===== config.mk =====
export PLATFORM = sky130hd
export DESIGN_NAME = hzr_div
export DESIGN_NICKNAME = d
export VERILOG_FILES = /design/src/sv/hzr_div.sv
export SDC_FILE = /design/constraint.sdc
export NUM_CORES = 2
export LEC_CHECK = 0
export BUFFER_PORTS_ARGS = -buffer_cell sky130_fd_sc_hd__buf_2
export CAP_MARGIN = 20
export CORE_UTILIZATION = 57
export DETAILED_ROUTE_END_ITERATION = 10
export PLACE_DENSITY_LB_ADDON = 0.2
export SLEW_MARGIN = 5
export SYNTH_ARGS = -nofsm -noshare
export SYNTH_HDL_FRONTEND = slang
export SYNTH_SLANG_ARGS = --single-unit

===== constraint.sdc =====
create_clock -name clk -period 3.4 [get_ports clk]
set_input_delay 0.34 -clock clk [delete_from_list [all_inputs] [get_ports clk]]
set_output_delay 0.34 -clock clk [all_outputs]
set_load 0.05 [all_outputs]

===== src/sv/hzr_div.sv =====
// haze removal pixel recovery: pipelined restoring divider, one quotient bit per stage
// standalone; lanes share one valid bit and one sideband tag

module hzr_div #(
  parameter int NW    = 48,
  parameter int DW    = 16,
  parameter int LANES = 1,
  parameter int TW    = 1
) (
  input  logic                       clk,
  input  logic                       rst,
  input  logic                       en,
  input  logic                       in_valid,
  input  logic [LANES-1:0][NW-1:0]   num,
  input  logic [LANES-1:0][DW-1:0]   den,
  input  logic [TW-1:0]              tag,
  output logic                       out_valid,
  output logic [LANES-1:0][NW-1:0]   quo,
  output logic [TW-1:0]              tag_out
);

  logic [LANES-1:0][NW-1:0] nq  [NW];
  logic [LANES-1:0][DW-1:0] rem [NW];
  logic [LANES-1:0][DW-1:0] dv  [NW];
  logic [TW-1:0]            tg  [NW];
  logic                     vld [NW];

  for (genvar k = 0; k < NW; k++) begin : g_stage
    logic [LANES-1:0][NW-1:0] nq_prev, nq_next;
    logic [LANES-1:0][DW-1:0] rem_prev, rem_next, dv_prev;
    logic [TW-1:0]            tg_prev;
    logic                     vld_prev;

    if (k == 0) begin : g_first
      assign nq_prev  = num;
      assign rem_prev = '0;
      assign dv_prev  = den;
      assign tg_prev  = tag;
      assign vld_prev = in_valid;
    end else begin : g_rest
      assign nq_prev  = nq[k-1];
      assign rem_prev = rem[k-1];
      assign dv_prev  = dv[k-1];
      assign tg_prev  = tg[k-1];
      assign vld_prev = vld[k-1];
    end

    // shift in the next dividend bit, subtract when it fits
    always_comb begin
      logic [DW:0] rext;
      logic [DW:0] diff;
      logic        ge;
      for (int l = 0; l < LANES; l++) begin
        rext = {rem_prev[l], nq_prev[l][NW-1]};
        diff = rext - {1'b0, dv_prev[l]};
        ge   = (rext >= {1'b0, dv_prev[l]});
        rem_next[l] = ge ? diff[DW-1:0] : rext[DW-1:0];
        nq_next[l]  = {nq_prev[l][NW-2:0], ge};
      end
    end

    always_ff @(posedge clk) begin
      if (rst) begin
        vld[k] <= 1'b0;
      end else if (en) begin
        vld[k] <= vld_prev;
      end
    end

    always_ff @(posedge clk) begin
      if (en) begin
        nq[k]  <= nq_next;
        rem[k] <= rem_next;
        dv[k]  <= dv_prev;
        tg[k]  <= tg_prev;
      end
    end
  end

  assign out_valid = vld[NW-1];
  assign quo       = nq[NW-1];
  assign tag_out   = tg[NW-1];

endmodule


; Word-level counts from Yosys, hierarchy flattened
; Memory sizes are Yosys's and may differ from the RTL's.
; Index checks and enable logic that the tools add are counted.
[word_totals]
elab_cells = 251
inputBits = 69
ram_bits = 3936
mem_count = 5
output_inout_bits = 50
ff_bits = 0
[op_classes]
addsub = 48
n_lt_le_gt_ge = 48
mux = 102
n_bitwise = 48
[mem_list]
columns = name, words, word_bits, rd, rd_ports_with_merged_regs, write_ports, line
row1 = nq, 48, 48, 48, 0, 48, 22  ; logic [LANES-1:0][NW-1:0] nq [NW];
row2 = dv, 48, 16, 47, 0, 48, 24  ; logic [LANES-1:0][DW-1:0] dv [NW];
row3 = rem, 48, 16, 47, 0, 48, 23  ; logic [LANES-1:0][DW-1:0] rem [NW];
row4 = tg, 48, 1, 48, 0, 48, 25  ; logic [TW-1:0] tg [NW];
row5 = vld, 48, 1, 48, 0, 48, 26  ; logic vld [NW];
[ops]
columns = operator, count
row1 = $ge A17 B16 Y1, 47
row2 = $mux W16, 48
row3 = $sub A16 B16 Y16, 47
row4 = $mux W1, 54
row5 = $or A1 B1 Y1, 48
row6 = $ge A1 B16 Y1, 1
row7 = $sub A1 B16 Y16, 1

; Longest topological paths before layout
[depth]
depth_word = 4
ltp_mapped = 14
mapped_depth_nobuf = 12

; Worst setup path before layout
; No wires, ideal clock.
[synth_timing]
path_kind = flip-flop to flip-flop
from = memory dv[0][161] (netlist name)
to = memory rem[0][184] (netlist name), data pin
slack_ps = 207
required_time_ps = 3140
stages_incl_launch_ff = 13
setup_time_ps = 260
arrival_time_ps = 2932
period_less_slack_ps = 3193
n_path_buf = 1
path_cell_list = edfxtp_1 > inv_1 > ha_1 > nor2b_1 > o21ai_0 > a21oi_1 > o41a_1 > o21ai_2 > a21o_4 > a221oi_2 > a2111oi_4 > buf_6 > mux2_4
[synth_rtl]
columns = item, line
row1 = "start, declared", 24
row2 = "end, declared", 23

==> summary.md <==
| Metric | Value |
|---|---|
| Core area | `0.280 mm2` |
| Synth top area share | `0.728` |
| # DRC | `0` |
| Vias per inst | `5.50` |
| Leading area contributor after synthesis | `edfxtp_1` |
| Top cells by count, synth | `edfxtp_1 (3,904), inv_1 (941), ha_1 (754)` |
| CTS tree | `yes` |
| Fin Clk Skew | `0.0558 ns` |
| Max clock buf depth | `4` |
| Post-route ant nets | `0` |
| Detail Placement HPWL | `187 mm` |
| Max VDD drop | `0.000518 V` |
| Crit path depth | `11` |
| Number of max-cap violations | `0` |
| Dpl cell area | `0.168 mm2` |
| Largest family of logic cells by synthesized area | `compound AO/OA/AOI/OAI gates` |
| Slew headroom | `0.403` |
| Seq/Total Area, Yosys | `0.728` |
| Crit-path max cell delay | `0.52 ns` |
| Die X | `533 um` |
| Worst Hold Path EP | `nq[0][44]` |
| Worst EP arrival | `3.98 ns` |
| Vias in the first global route | `82,600` |
| Setup CP Type | `register to register` |
| DR vias | `82,600` |
| Dpl ws | `-0.148 ns` |
| Yosys cell types | `83` |
| Slowest-stage cell, CP | `or4b_1` |
| Leakage Power | `69.3 nW` |
| H-tree Lvls | `5` |
| WHS Path Cells | `2` |
| Crit path max-delay family | `compound AO/OA/AOI/OAI gates` |
| Period utilisation layout | `0.974` |
| CP endpoint kind | `register` |
| Buf+Inv Stages, Crit Path | `1` |
| Primary FF master, synth | `edfxtp_1` |
| WL per Instance | `18.4 um` |
| Async SR Flop Fraction | `0` |
| Latest clock arrival within the worst-skew pair | `0.96 ns` |
| Hold_sp | `num[43]` |
| Largest net degree at the start of global routing | `108` |
| YS warnings | `0` |
| Worst-path fanout max | `17` |
| Max-slew violation count | `0` |
| P per Cell Area | `872 mW/mm2` |
| Adder-Cell Fraction of Synth Area | `0.0643` |
| Clock-pin slew on the worst setup and hold paths | `0.07 ns` |
| Final setup viols | `0` |
| Mux share of post-synthesis cell area | `0.0283` |
| Critical Path RT | `4.07 ns` |
| Io pins | `119` |
| Synth Area in XOR/XNOR | `0.0289` |
| EDFF count, synth | `3,904` |
| Largest cells by area after synthesis | `edfxtp_1 (73%), ha_1 (5.9%), mux2_2 (2.3%)` |
| Worst slew pin tran | `0.887 ns` |
| Reg2reg setup slack | `0.09 ns` |
| Drt first pass iters | `6` |
| Cells after synthesis | `10,300` |
| Final nets | `11,800` |
| Clock Tree Root | `clkbuf_16` |
| Count leader, synth | `edfxtp_1` |
| Min Tclk post-route | `3.31 ns` |
| Gr usage total | `0.193` |
| Final Hold Fails | `0` |
| Core Util, Final | `0.650` |
| Post-synthesis simple-gate area fraction | `0.0496` |
| Average size of a mapped cell | `15.7 um2` |
| Hold crit path type | `input port to register` |
| Iteration-0 DRC Markers | `5,907` |
| Final instance area | `0.182 mm2` |
| IO Port Bufs | `118` |
| FF-to-FF path depth | `11` |
| Area grow syn2layout | `13.1%` |
| Final worst setup slack | `0.0885 ns` |
| CTS Buf Count | `388` |
| Clk sinks | `3,904` |
| Num rows | `194` |
| Initial antenna violation count | `4` |
| Area of the die | `0.285 mm2` |
| Die height | `533 um` |
| Synth Register Bits | `3,904` |
| GRT overflow | `0` |
| Critical R2R Launch | `rem[0][80]` |
| Syn Std Cell Area | `0.161 mm2` |
| Status | `finished clean` |
| CP startpoint kind | `register` |
| Placer congestion estimate | `0.918` |
| Initial cell density of the core | `0.575` |
| Routed Wire Length | `276 mm` |
| Share of cells above drive strength 1 | `0.122` |
| Highest clock rate | `0.302 GHz` |
| Compound-Gate Fraction of Synth Area | `0.0753` |
| Net count after synthesis | `11,100` |
| Worst R2R End | `rem[0][99]` |
| Worst path cell trace | `ha_1, nor2b_1, o21a_1, o21ai_2, a21oi_1, or4b_1, a21oi_2, o41ai_1, a41oi_2, buf_12, mux2_2` |
| First-pass GRT wire length | `441 mm` |
worst max path at each step:
stage | slack [ns] | start | end
after floorplan | 0.21 | dv[0][161] | rem[0][184]
after global placement | -0.07 | rem[2][176] | rem[2][204]
after detailed placement | -0.15 | rem[2][176] | rem[2][203]
after CTS | 0.0006 | rem[0][208] | rem[0][239]
after global routing | -0.0006 | dv[2][161] | rem[2][177]
final | 0.09 | rem[0][80] | rem[0][99]
cells by family after synthesis:
group	after synthesis
adder cells (fa/ha/maj)	800
AND/OR/NAND/NOR	1664
multiplexers	403
flip-flops	3904
AO/OA/AOI/OAI	1917
buffers and inverters	1058
XOR/XNOR	532
what timing repair did:
item,CTS,global route
hold buffers,70,0
gates cloned,0,1
endpoints found under the hold margin,96,0
gates resized for setup,6,42
setup buffers,0,7
pin swaps,0,9
setup endpoints to repair,46,243
layout by cell type (no fill, tap or decap), types with 74 or more instances in the layout:
cell type and instances:
nand2_1 429, xnor2_1 352, o21a_1 125, nor2b_1 129, clkinv_2 74, xor2_1 180, nand2b_1 100, a21o_1 259
nand3_1 100, mux2_2 331, clkbuf_16 392, clkinv_1 76, a21oi_1 561, nor2_1 484, nand4_1 110, o21ai_0 475
edfxtp_1 3904, ha_1 754, buf_2 117, nor3_1 94, inv_1 941, buf_4 170
layout make-up:
| type | count | area (um2) |
|---|---|---|
| Antenna cell | 2 | 5.00 |
| Timing Repair Buffer | 425 | 3930 |
| Inverter | 941 | 3530 |
| Fill cell | 19500 | 98000 |
| Multi-Input combinational cell | 5316 | 39900 |
| Clock buffer | 445 | 9990 |
| Tap cell | 3724 | 4660 |
| Clock inverter | 256 | 2830 |
| Sequential cell | 3904 | 117000 |
state kept, by name, summed over array words and instances (netlist names):
name	count
rem	752
nq	2304
vld	48
tg	48
dv	752
per-layer routing:
| metal | global-route usage | wire (um) | share of wire |
|---|---|---|---|
| met2 | 0.319 | 132000 | 0.48 |
| met5 | 0 | 0 | 0 |
| met3 | 0.0235 | 11300 | 0.041 |
| met4 | 0.0722 | 9900 | 0.036 |
| met1 | 0.264 | 123000 | 0.45 |
report_power, final:
part | switching [mW] | leakage (nW) | internal (mW)
clock | 17.8 | 6.19 | 24.6
sequential | 4.20 | 38.2 | 63.8
combinational | 25.9 | 24.9 | 22.5
total | 47.9 | 69.3 | 111
through the flow:
stage / hold WS [ns] / setup TNS, ns / total power [mW] / std cells
3_3_place_gp: 0.400 / -0.877 / 115 / 14200
5_1_grt: 0.0600 / -0.000649 / 168 / 15000
4_1_cts: 0.00207 / 0 / 160 / 15000
6_report: 0.103 / 0 / 159 / 15000
2_1_floorplan: 0.400 / 0 / 103 / 10300
3_5_place_dp: 0.405 / -2.19 / 116 / 14200
No activity file was read; power rests on OpenSTA's default activity.
